## src/hw/rtl/fraction_sum_reducer_assert.svh

```systemverilog
// Assertion macros for the fraction sum reducer
`ifndef FRACTION_SUM_REDUCER_ASSERT_SVH
`define FRACTION_SUM_REDUCER_ASSERT_SVH

// same-cycle implication, sampled on clk, off during rst
`define FSR_ASSERT_SAME(label, ante, cons) \
  label: assert property (@(posedge clk) disable iff (rst) (ante) |-> (cons)) \
    else $error("fraction_sum_reducer: same-cycle check failed");

// next-cycle implication, sampled on clk, off during rst
`define FSR_ASSERT_NEXT(label, ante, cons) \
  label: assert property (@(posedge clk) disable iff (rst) (ante) |=> (cons)) \
    else $error("fraction_sum_reducer: next-cycle check failed");

`endif

```

## src/hw/rtl/fsr_pkg.sv

```systemverilog
// Shared types and constants for the fraction sum reducer
package fsr_pkg;

  localparam int IN_W    = 16;
  localparam int NUM_W   = 32;
  localparam int DEN_W   = 31;
  localparam int PROD_W  = 50;
  localparam int MAG_W   = 48;
  localparam int SHIFT_W = 6;
  localparam int CNT_W   = 6;

  localparam logic [MAG_W-1:0] NUM_POS_MAX = 48'd2147483647;
  localparam logic [MAG_W-1:0] NUM_NEG_MAX = 48'd2147483648;
  localparam logic [MAG_W-1:0] DEN_MAX     = 48'd2147483647;

  typedef enum logic [3:0] {
    S_IDLE,
    S_LOAD,
    S_MUL_AD,
    S_MUL_BN,
    S_MUL_BD,
    S_ABS,
    S_GCD,
    S_DIV,
    S_UPDATE,
    S_EMIT
  } state_t;

  typedef struct packed {
    logic capture;
    logic load_first;
    logic mul_ad;
    logic mul_bn;
    logic mul_bd;
    logic abs_load;
    logic gcd_step;
    logic div_init;
    logic div_step;
    logic acc_update;
    logic emit;
  } cmd_t;

  typedef struct packed {
    logic in_group;
    logic last;
    logic gcd_done;
    logic div_done;
    logic out_free;
  } status_t;

endpackage

```

## src/hw/rtl/fsr_if.sv

```systemverilog
// Request channels for fractions in and reduced sums out
interface fsr_in_if;
  logic                            valid;
  logic                            ready;
  logic signed [fsr_pkg::IN_W-1:0] numerator;
  logic        [fsr_pkg::IN_W-1:0] denominator;
  logic                            last;

  modport source (output valid, output numerator, output denominator, output last,
                  input ready);
  modport sink (input valid, input numerator, input denominator, input last,
                output ready);
endinterface

interface fsr_out_if;
  logic                             valid;
  logic                             ready;
  logic signed [fsr_pkg::NUM_W-1:0] sum_numerator;
  logic        [fsr_pkg::DEN_W-1:0] sum_denominator;
  logic                             overflow;

  modport source (output valid, output sum_numerator, output sum_denominator,
                  output overflow, input ready);
  modport sink (input valid, input sum_numerator, input sum_denominator,
                input overflow, output ready);
endinterface

```

## src/hw/rtl/fraction_sum_reducer.sv

```systemverilog
// Top level of the fraction sum reducer
// Sums a group of fractions exactly, one fraction per request, and returns the sum at the
// request marked last, reduced to lowest terms if the group holds more than one fraction.
// The first fraction of a group is loaded as given. Every later fraction runs three passes
// through one shared 33x17 multiplier, a binary gcd that removes one bit or one factor of
// two per cycle, and a pair of restoring dividers that divide numerator and denominator by
// the gcd in lockstep over all 48 quotient bits. A new fraction is taken as soon as the
// previous one is folded in and, after the last of a group, its sum has moved into the
// output register, where a finished sum may wait. A reduced sum beyond 32 signed bits, or
// a denominator beyond 31 bits, saturates and raises overflow for the rest of the group.
`include "fraction_sum_reducer_assert.svh"

module fraction_sum_reducer (
  input  logic      clk,
  input  logic      rst,
  fsr_in_if.sink    fraction,
  fsr_out_if.source result
);

  fsr_pkg::cmd_t    cmd;
  fsr_pkg::status_t status;
  logic             ready;

  fsr_ctrl u_ctrl (
    .clk            (clk),
    .rst            (rst),
    .fraction_valid (fraction.valid),
    .fraction_ready (ready),
    .status         (status),
    .cmd            (cmd)
  );

  fsr_datapath u_datapath (
    .clk         (clk),
    .rst         (rst),
    .cmd         (cmd),
    .status      (status),
    .numerator   (fraction.numerator),
    .denominator (fraction.denominator),
    .last        (fraction.last),
    .result      (result)
  );

  assign fraction.ready = ready;

  `FSR_ASSERT_NEXT(a_accept_then_busy, fraction.valid && fraction.ready, !fraction.ready)
  `FSR_ASSERT_NEXT(a_emit_loads_result, cmd.emit, result.valid)
  `FSR_ASSERT_SAME(a_emit_needs_room, cmd.emit, status.out_free)
  `FSR_ASSERT_SAME(a_update_after_div, cmd.acc_update, status.div_done)

endmodule

```

## src/hw/rtl/fsr_ctrl.sv

```systemverilog
// Controller state machine that sequences one fraction through the datapath
module fsr_ctrl (
  input  logic             clk,
  input  logic             rst,
  input  logic             fraction_valid,
  output logic             fraction_ready,
  input  fsr_pkg::status_t status,
  output fsr_pkg::cmd_t    cmd
);

  fsr_pkg::state_t state;
  fsr_pkg::state_t state_next;

  always_ff @(posedge clk) begin
    if (rst) begin
      state <= fsr_pkg::S_IDLE;
    end else begin
      state <= state_next;
    end
  end

  always_comb begin
    state_next     = state;
    cmd            = '0;
    fraction_ready = 1'b0;
    unique case (state)
      fsr_pkg::S_IDLE: begin
        fraction_ready = 1'b1;
        if (fraction_valid) begin
          cmd.capture = 1'b1;
          state_next  = fsr_pkg::S_LOAD;
        end
      end
      fsr_pkg::S_LOAD: begin
        if (!status.in_group) begin
          cmd.load_first = 1'b1;
          state_next     = status.last ? fsr_pkg::S_EMIT : fsr_pkg::S_IDLE;
        end else begin
          state_next = fsr_pkg::S_MUL_AD;
        end
      end
      fsr_pkg::S_MUL_AD: begin
        cmd.mul_ad = 1'b1;
        state_next = fsr_pkg::S_MUL_BN;
      end
      fsr_pkg::S_MUL_BN: begin
        cmd.mul_bn = 1'b1;
        state_next = fsr_pkg::S_MUL_BD;
      end
      fsr_pkg::S_MUL_BD: begin
        cmd.mul_bd = 1'b1;
        state_next = fsr_pkg::S_ABS;
      end
      fsr_pkg::S_ABS: begin
        cmd.abs_load = 1'b1;
        state_next   = fsr_pkg::S_GCD;
      end
      fsr_pkg::S_GCD: begin
        if (status.gcd_done) begin
          cmd.div_init = 1'b1;
          state_next   = fsr_pkg::S_DIV;
        end else begin
          cmd.gcd_step = 1'b1;
        end
      end
      fsr_pkg::S_DIV: begin
        if (status.div_done) begin
          state_next = fsr_pkg::S_UPDATE;
        end else begin
          cmd.div_step = 1'b1;
        end
      end
      fsr_pkg::S_UPDATE: begin
        cmd.acc_update = 1'b1;
        state_next     = status.last ? fsr_pkg::S_EMIT : fsr_pkg::S_IDLE;
      end
      fsr_pkg::S_EMIT: begin
        if (status.out_free) begin
          cmd.emit   = 1'b1;
          state_next = fsr_pkg::S_IDLE;
        end
      end
      default: begin
        state_next = fsr_pkg::S_IDLE;
      end
    endcase
  end

endmodule

```

## src/hw/rtl/fsr_datapath.sv

```systemverilog
// Datapath: accumulator, shared multiplier, binary gcd and paired exact dividers
module fsr_datapath (
  input  logic                            clk,
  input  logic                            rst,
  input  fsr_pkg::cmd_t                   cmd,
  output fsr_pkg::status_t                status,
  input  logic signed [fsr_pkg::IN_W-1:0] numerator,
  input  logic        [fsr_pkg::IN_W-1:0] denominator,
  input  logic                            last,
  fsr_out_if.source                       result
);

  localparam int IW = fsr_pkg::IN_W;
  localparam int NW = fsr_pkg::NUM_W;
  localparam int DW = fsr_pkg::DEN_W;
  localparam int PW = fsr_pkg::PROD_W;
  localparam int MW = fsr_pkg::MAG_W;

  logic [IW-1:0] n_r;
  logic [IW-1:0] d_r;
  logic          last_r;

  logic [NW-1:0] acc_num;
  logic [DW-1:0] acc_den;
  logic          in_group;
  logic          ovf_seen;

  logic signed [NW:0]   mul_a;
  logic signed [IW:0]   mul_b;
  logic signed [PW-1:0] prod;
  logic signed [PW-1:0] x;
  logic        [PW-1:0] xabs;

  logic [MW-1:0]               mag_r;
  logic [MW-1:0]               y_r;
  logic                        neg_r;
  logic [MW-1:0]               u;
  logic [MW-1:0]               v;
  logic [fsr_pkg::SHIFT_W-1:0] k;
  logic [MW-1:0]               g;

  logic [MW-1:0]             rem_m;
  logic [MW-1:0]             q_m;
  logic [MW-1:0]             rem_y;
  logic [MW-1:0]             q_y;
  logic [fsr_pkg::CNT_W-1:0] cnt;
  logic [MW+1:0]             trial_m;
  logic [MW+1:0]             trial_y;

  logic [MW-1:0] qm;
  logic [MW-1:0] qy;
  logic [NW-1:0] num_next;
  logic [DW-1:0] den_next;
  logic          sat_next;

  logic          out_valid;
  logic [NW-1:0] out_num;
  logic [DW-1:0] out_den;
  logic          out_ovf;

  // shared multiplier operand select
  always_comb begin
    mul_a = {acc_num[NW-1], acc_num};
    mul_b = {1'b0, d_r};
    if (cmd.mul_bn || cmd.mul_bd) begin
      mul_a = {2'b00, acc_den};
    end
    if (cmd.mul_bn) begin
      mul_b = {n_r[IW-1], n_r};
    end
  end

  always_comb begin
    xabs = x[PW-1] ? ($unsigned(~x) + 1'b1) : $unsigned(x);
  end

  always_comb begin
    trial_m = {1'b0, rem_m, q_m[MW-1]} - {2'b00, g};
    trial_y = {1'b0, rem_y, q_y[MW-1]} - {2'b00, g};
  end

  // saturate the reduced sum into the accumulator range
  always_comb begin
    qm       = (g == '0) ? mag_r : q_m;
    qy       = (g == '0) ? y_r : q_y;
    sat_next = 1'b0;
    if (neg_r) begin
      if (qm > fsr_pkg::NUM_NEG_MAX) begin
        num_next = {1'b1, {(NW-1){1'b0}}};
        sat_next = 1'b1;
      end else begin
        num_next = ~qm[NW-1:0] + 1'b1;
      end
    end else begin
      if (qm > fsr_pkg::NUM_POS_MAX) begin
        num_next = {1'b0, {(NW-1){1'b1}}};
        sat_next = 1'b1;
      end else begin
        num_next = qm[NW-1:0];
      end
    end
    if (qy > fsr_pkg::DEN_MAX) begin
      den_next = '1;
      sat_next = 1'b1;
    end else begin
      den_next = qy[DW-1:0];
    end
  end

  always_ff @(posedge clk) begin
    if (cmd.capture) begin
      n_r    <= numerator;
      d_r    <= denominator;
      last_r <= last;
    end
    if (cmd.mul_ad || cmd.mul_bn || cmd.mul_bd) begin
      prod <= mul_a * mul_b;
    end
    if (cmd.mul_bn) begin
      x <= prod;
    end
    if (cmd.mul_bd) begin
      x <= x + prod;
    end
    if (cmd.abs_load) begin
      neg_r <= x[PW-1];
      mag_r <= xabs[MW-1:0];
      u     <= xabs[MW-1:0];
      y_r   <= prod[MW-1:0];
      v     <= prod[MW-1:0];
      k     <= '0;
    end
    if (cmd.gcd_step) begin
      priority if (!u[0] && !v[0]) begin
        u <= u >> 1;
        v <= v >> 1;
        k <= k + 1'b1;
      end else if (!u[0]) begin
        u <= u >> 1;
      end else if (!v[0]) begin
        v <= v >> 1;
      end else if (u >= v) begin
        u <= (u - v) >> 1;
      end else begin
        v <= (v - u) >> 1;
      end
    end
    if (cmd.div_init) begin
      g     <= (u | v) << k;
      q_m   <= mag_r;
      q_y   <= y_r;
      rem_m <= '0;
      rem_y <= '0;
      cnt   <= '0;
    end
    if (cmd.div_step) begin
      cnt <= cnt + 1'b1;
      if (!trial_m[MW+1]) begin
        rem_m <= trial_m[MW-1:0];
        q_m   <= {q_m[MW-2:0], 1'b1};
      end else begin
        rem_m <= {rem_m[MW-2:0], q_m[MW-1]};
        q_m   <= {q_m[MW-2:0], 1'b0};
      end
      if (!trial_y[MW+1]) begin
        rem_y <= trial_y[MW-1:0];
        q_y   <= {q_y[MW-2:0], 1'b1};
      end else begin
        rem_y <= {rem_y[MW-2:0], q_y[MW-1]};
        q_y   <= {q_y[MW-2:0], 1'b0};
      end
    end
    if (cmd.emit) begin
      out_num <= acc_num;
      out_den <= acc_den;
      out_ovf <= ovf_seen;
    end
  end

  always_ff @(posedge clk) begin
    if (rst) begin
      acc_num   <= '0;
      acc_den   <= {{(DW-1){1'b0}}, 1'b1};
      in_group  <= 1'b0;
      ovf_seen  <= 1'b0;
      out_valid <= 1'b0;
    end else begin
      if (cmd.load_first) begin
        acc_num  <= {{(NW-IW){n_r[IW-1]}}, n_r};
        acc_den  <= {{(DW-IW){1'b0}}, d_r};
        ovf_seen <= 1'b0;
        in_group <= 1'b1;
      end
      if (cmd.acc_update) begin
        acc_num <= num_next;
        acc_den <= den_next;
        if (sat_next) begin
          ovf_seen <= 1'b1;
        end
      end
      if (cmd.emit) begin
        in_group  <= 1'b0;
        out_valid <= 1'b1;
      end else if (result.ready) begin
        out_valid <= 1'b0;
      end
    end
  end

  assign status.in_group = in_group;
  assign status.last     = last_r;
  assign status.gcd_done = (u == '0) || (v == '0);
  assign status.div_done = (cnt == fsr_pkg::CNT_W'(MW));
  assign status.out_free = !out_valid || result.ready;

  assign result.valid           = out_valid;
  assign result.sum_numerator   = out_num;
  assign result.sum_denominator = out_den;
  assign result.overflow        = out_ovf;

endmodule

```

## src/flat_wrapper.sv

```systemverilog
// flat-port wrapper written by rule: the top's interface ports become plain ports
module fraction_sum_reducer_flat 
  (clk, rst, fraction_valid, fraction_numerator, fraction_denominator, fraction_last, fraction_ready, result_valid, result_sum_numerator, result_sum_denominator, result_overflow, result_ready);
  fsr_in_if fraction_i ();
  fsr_out_if result_i ();
  input  logic clk;
  input  logic rst;
  input wire logic [$bits(fraction_i.valid)-1:0] fraction_valid;
  input wire logic [$bits(fraction_i.numerator)-1:0] fraction_numerator;
  input wire logic [$bits(fraction_i.denominator)-1:0] fraction_denominator;
  input wire logic [$bits(fraction_i.last)-1:0] fraction_last;
  output wire logic [$bits(fraction_i.ready)-1:0] fraction_ready;
  output wire logic [$bits(result_i.valid)-1:0] result_valid;
  output wire logic [$bits(result_i.sum_numerator)-1:0] result_sum_numerator;
  output wire logic [$bits(result_i.sum_denominator)-1:0] result_sum_denominator;
  output wire logic [$bits(result_i.overflow)-1:0] result_overflow;
  input wire logic [$bits(result_i.ready)-1:0] result_ready;
  assign fraction_i.valid = fraction_valid;
  assign fraction_i.numerator = fraction_numerator;
  assign fraction_i.denominator = fraction_denominator;
  assign fraction_i.last = fraction_last;
  assign fraction_ready = fraction_i.ready;
  assign result_valid = result_i.valid;
  assign result_sum_numerator = result_i.sum_numerator;
  assign result_sum_denominator = result_i.sum_denominator;
  assign result_overflow = result_i.overflow;
  assign result_i.ready = result_ready;
  fraction_sum_reducer u_core (.clk(clk), .rst(rst), .fraction(fraction_i), .result(result_i));
endmodule
```

## config.mk

```make
export PLATFORM = sky130hd
export DESIGN_NAME = fraction_sum_reducer_flat
export DESIGN_NICKNAME = d
export VERILOG_FILES = /design/src/hw/rtl/fsr_pkg.sv /design/src/hw/rtl/fsr_if.sv /design/src/hw/rtl/fraction_sum_reducer.sv /design/src/hw/rtl/fsr_ctrl.sv /design/src/hw/rtl/fsr_datapath.sv /design/src/flat_wrapper.sv
export VERILOG_INCLUDE_DIRS = /design/src /design/src/hw/rtl
export SDC_FILE = /design/constraint.sdc
export NUM_CORES = 2
export LEC_CHECK = 0
export BUFFER_PORTS_ARGS = -buffer_cell sky130_fd_sc_hd__buf_2
export CORE_MARGIN = 5
export CORE_UTILIZATION = 55
export DETAILED_ROUTE_END_ITERATION = 7
export PLACE_DENSITY = 0.68
export SYNTH_ARGS = -nofsm -noshare
export SYNTH_HDL_FRONTEND = slang
export SYNTH_SLANG_ARGS = --single-unit
```

## constraint.sdc

```tcl
create_clock -name clk -period 49.4 [get_ports clk]
set_input_delay 9.88 -clock clk [delete_from_list [all_inputs] [get_ports clk]]
set_output_delay 9.88 -clock clk [all_outputs]
set_load 0.01 [all_outputs]
```

==> results.ini <==
[synthesis]
synth_compound_area_frac=0.149
synth_cell_type_count=84
synthDominantCellAreaShare=0.247
synthesis.area_um2=65600
synth-xor-area-share=0.0423
synthesis.area_per_instance_um2=8.89
synth_warnings=0
synth_top_family_by_area=adder cells
synth_sequential_area_ratio=0.300
cell_type_with_the_largest_total_area_after_synthesis=sky130_fd_sc_hd__edfxtp_1
async_reset_ff_frac=0
yosys-mux-area-fraction=0.0403
synthSimpleGateAreaFrac=0.164
synthFlopType=sky130_fd_sc_hd__edfxtp_1
synth-seq-cells=712
synth_enable_flop_cells=540
cell_types_occupying_the_most_area_after_synthesis=sky130_fd_sc_hd__edfxtp_1, sky130_fd_sc_hd__fa_1, sky130_fd_sc_hd__ha_1
synthesis.nets=8358
synth_adder_area_share=0.240
synth_cells=7381

[global_routing]
grt_overflow_total=0
number_of_antenna_violations_at_the_first_check_in_global_routing=9
grt_use_total=0.332
vias_in_the_first_global_route=53000
grt_pass1_wl_um=323000
pin_count_of_the_biggest_net_entering_global_routing=77

[timing]
sum_neg_setup_slack_ns=0
period_share=0.241
fmax_mhz=84.0
finalCriticalPeriod_ns=11.91
slew_viol_final=0
finClkSkew_ns=0.0325
worst_max_slew_margin_expressed_relative_to_the_limit=0.0938
worst_pin_slew_ns=1.32
hold_violations=0
rsz0062_at_grt=false
number_of_failing_setup_endpoints_in_the_final_timing_report=0

[worst_setup_path]
critical_path_required_ns=39.52
end_kind=output port
worst_setup_path_start_kind=register
worst_r2r_startpoint=u_core.u_ctrl.state[3]$_SDFFE_PP0P_
reg2reg_slack_ns=38.49
r2r-end=u_core.u_datapath.prod[49]$_DFFE_PP_
cpPeakStageDelay_ns=0.58
critPathLaunch=u_core.u_ctrl.state[3]$_SDFFE_PP0P_
critical_path.endpoint=fraction_ready
worstPathCellList=nor4_1 > buf_2
timing.critical_path.slowest_stage_cell=sky130_fd_sc_hd__nor4_1
timing.setup.critical_path_class=reg -> out
worstPathArrival_ns=2.03
cp_max_fo=16
timing.reg2reg.worst_path_depth=30

[die]
design.portCount=103
die_w_um=355
dieHeight_um=355
die_area_um2=126000
floorplan.initialDensity=0.555
fp.coreArea_um2=118000
core.rowCount=126

[clock_network]
post_cts.repair.setup_buffers=0
holdBufCountCts=0
clock_sink_count=712
cts_tree=yes
clock_tree.buffer_depth=3
cts-buffers-inserted=84
clock_tree.root_cell=sky130_fd_sc_hd__clkbuf_16
post_cts_resized=0
clock_tree.htree_level_count=3
clk-insertion-delay-late_ns=0.70
path_clk_slew_ns=0.06

[detailed_routing]
route.vias.total=55600
routed_wire_length_per_instance_um=24.0
vias_per_cell=6.24
drt-total-wl_um=214000
detail-route-antenna-nets=0
violation_count_after_the_first_detailed_route_iteration=6076
drtPass1Iterations=6
post-route-drc-count=0

[finish]
drive_gt1_frac=0.0631
final_cell_count_no_fill=8919
area.growth.synth_to_final_pct=7.48
final.fill_count=10400
layout.nets=8286

[run]
timing.max_cap.violations=0

[placed_design]
gp_congestion=0.993
place_hpwl_um=166000
port_buffers=102
placedCellCount=8759

[power]
cellPowerDensity_nw_per_um2=60.6
cellLeakagePower_nw=29.9
power.ir.vdd_worst_v=0.0000723

[outcome]
run_status=complete, no violations

[min_path]
timing.hold.worst.class=reg -> reg

## cell usage after synthesis, drive strengths merged, types with 30 or more instances
cell type and count:
a211oi 58, a21o 129, a21oi 476, a221oi 36
a311oi 35, a31oi 44, and3 34, buf 38
clkbuf 317, dfxtp 172, edfxtp 540, fa 531
ha 409, inv 763, mux2 52, mux2i 154
nand2 1244, nand2b 39, nand3 96, nand4 48
nor2 647, nor2b 41, nor3 175, nor4 76
o211ai 34, o21a 30, o21ai 357, o21bai 62
o22ai 42, o31ai 45, xnor2 239, xor2 78
## state kept, by name (all words and copies together), names as in the netlist, 4 cells and up
register,count
u_core.u_datapath.prod,50
u_core.u_datapath.x,50
u_core.u_datapath.g,48
u_core.u_datapath.mag_r,48
u_core.u_datapath.q_m,48
u_core.u_datapath.q_y,48
u_core.u_datapath.rem_m,48
u_core.u_datapath.rem_y,48
u_core.u_datapath.u,48
u_core.u_datapath.v,48
u_core.u_datapath.y_r,48
u_core.u_datapath.acc_num,32
u_core.u_datapath.result.sum_numerator,32
u_core.u_datapath.acc_den,31
u_core.u_datapath.result.sum_denominator,31
u_core.u_datapath.d_r,16
u_core.u_datapath.n_r,16
u_core.u_datapath.cnt,6
u_core.u_datapath.k,6
u_core.u_ctrl.state,4
## cell type report
cell class,count,area (um2),share of cell area
tap,1536,1920,0.0273
antenna,2,5.00,0.0000710
clock inverter,51,672,0.00953
inverter,773,2910,0.0412
multi-input combinational,5541,41900,0.594
clock buffer,107,2240,0.0318
timing repair buffer,197,1220,0.0174
sequential,712,19700,0.279
## kinds of logic (layout without fill, tap and decap cells)
logic type,Yosys count,in the layout
XOR/XNOR,317,317
AO/OA/AOI/OAI,1544,1544
adder cells (fa/ha/maj),940,940
other,0,2
multiplexers,229,229
AND/OR/NAND/NOR,2511,2511
buffers and inverters,1128,1128
flip-flops,712,712
## critical path: cells and delay by family (launching register included)
family        cells  cell delay (ns)
simple gates      1             0.58
flops             1             0.51
buf+inv           1             0.25
## placed cells by master (no fill, tap or decap), drive strengths merged, types with 154 or more instances in the layout
cell type,n
dfxtp,172
a21oi,476
inv,768
o21ai,357
fa,531
buf,197
nor2,647
mux2i,154
xnor2,239
ha,409
nand2,1244
edfxtp,540
nor3,175
## metal layers
metal / share of wire / vias up / GRT usage
li1: - / 25200 / -
met1: 0.42 / 27300 / 0.460
met2: 0.44 / 2652 / 0.512
met3: 0.094 / 513 / 0.0691
met4: 0.047 / 6 / 0.132
met5: 0.00016 / - / 0
## how the worst min path moves through the flow
stage / startpoint / end / slack (ns) / depth (start not counted)
3_5_place_dp: u_core.u_datapath.acc_num[4]$_SDFFE_PP0P_ / u_core.u_datapath.result.sum_numerator[4]$_DFFE_PP_ / 0.50 / 0
6_report: u_core.u_datapath.acc_num[4]$_SDFFE_PP0P_ / u_core.u_datapath.result.sum_numerator[4]$_DFFE_PP_ / 0.52 / 0
3_3_place_gp: u_core.u_datapath.acc_num[4]$_SDFFE_PP0P_ / u_core.u_datapath.result.sum_numerator[4]$_DFFE_PP_ / 0.50 / 0
4_1_cts: u_core.u_datapath.acc_num[4]$_SDFFE_PP0P_ / u_core.u_datapath.result.sum_numerator[4]$_DFFE_PP_ / 0.52 / 0
5_1_grt: u_core.u_datapath.acc_num[4]$_SDFFE_PP0P_ / u_core.u_datapath.result.sum_numerator[4]$_DFFE_PP_ / 0.53 / 0
2_1_floorplan: u_core.u_datapath.ovf_seen$_SDFF_PP0_ / u_core.u_datapath.result.overflow$_DFFE_PP_ / 0.41 / 0
## where the power goes
part	internal (mW)	switching, mW
logic	1.03	1.66
registers	0.784	0.134
clock network	0.384	0.280
## metrics by stage
stage	power, mW	setup slack [ns]	cell area, um2	hold slack [ns]	utilization
floorplan	2.78	32.74	65600	0.409	-
global route	4.58	37.40	70500	0.532	0.596
detailed placement	3.56	38.04	67600	0.502	0.572
global placement	3.54	37.98	67600	0.495	0.572
CTS	4.25	37.54	70500	0.517	0.596
finish	4.27	37.49	70500	0.521	0.596
Power figures use the tool's default switching activity.
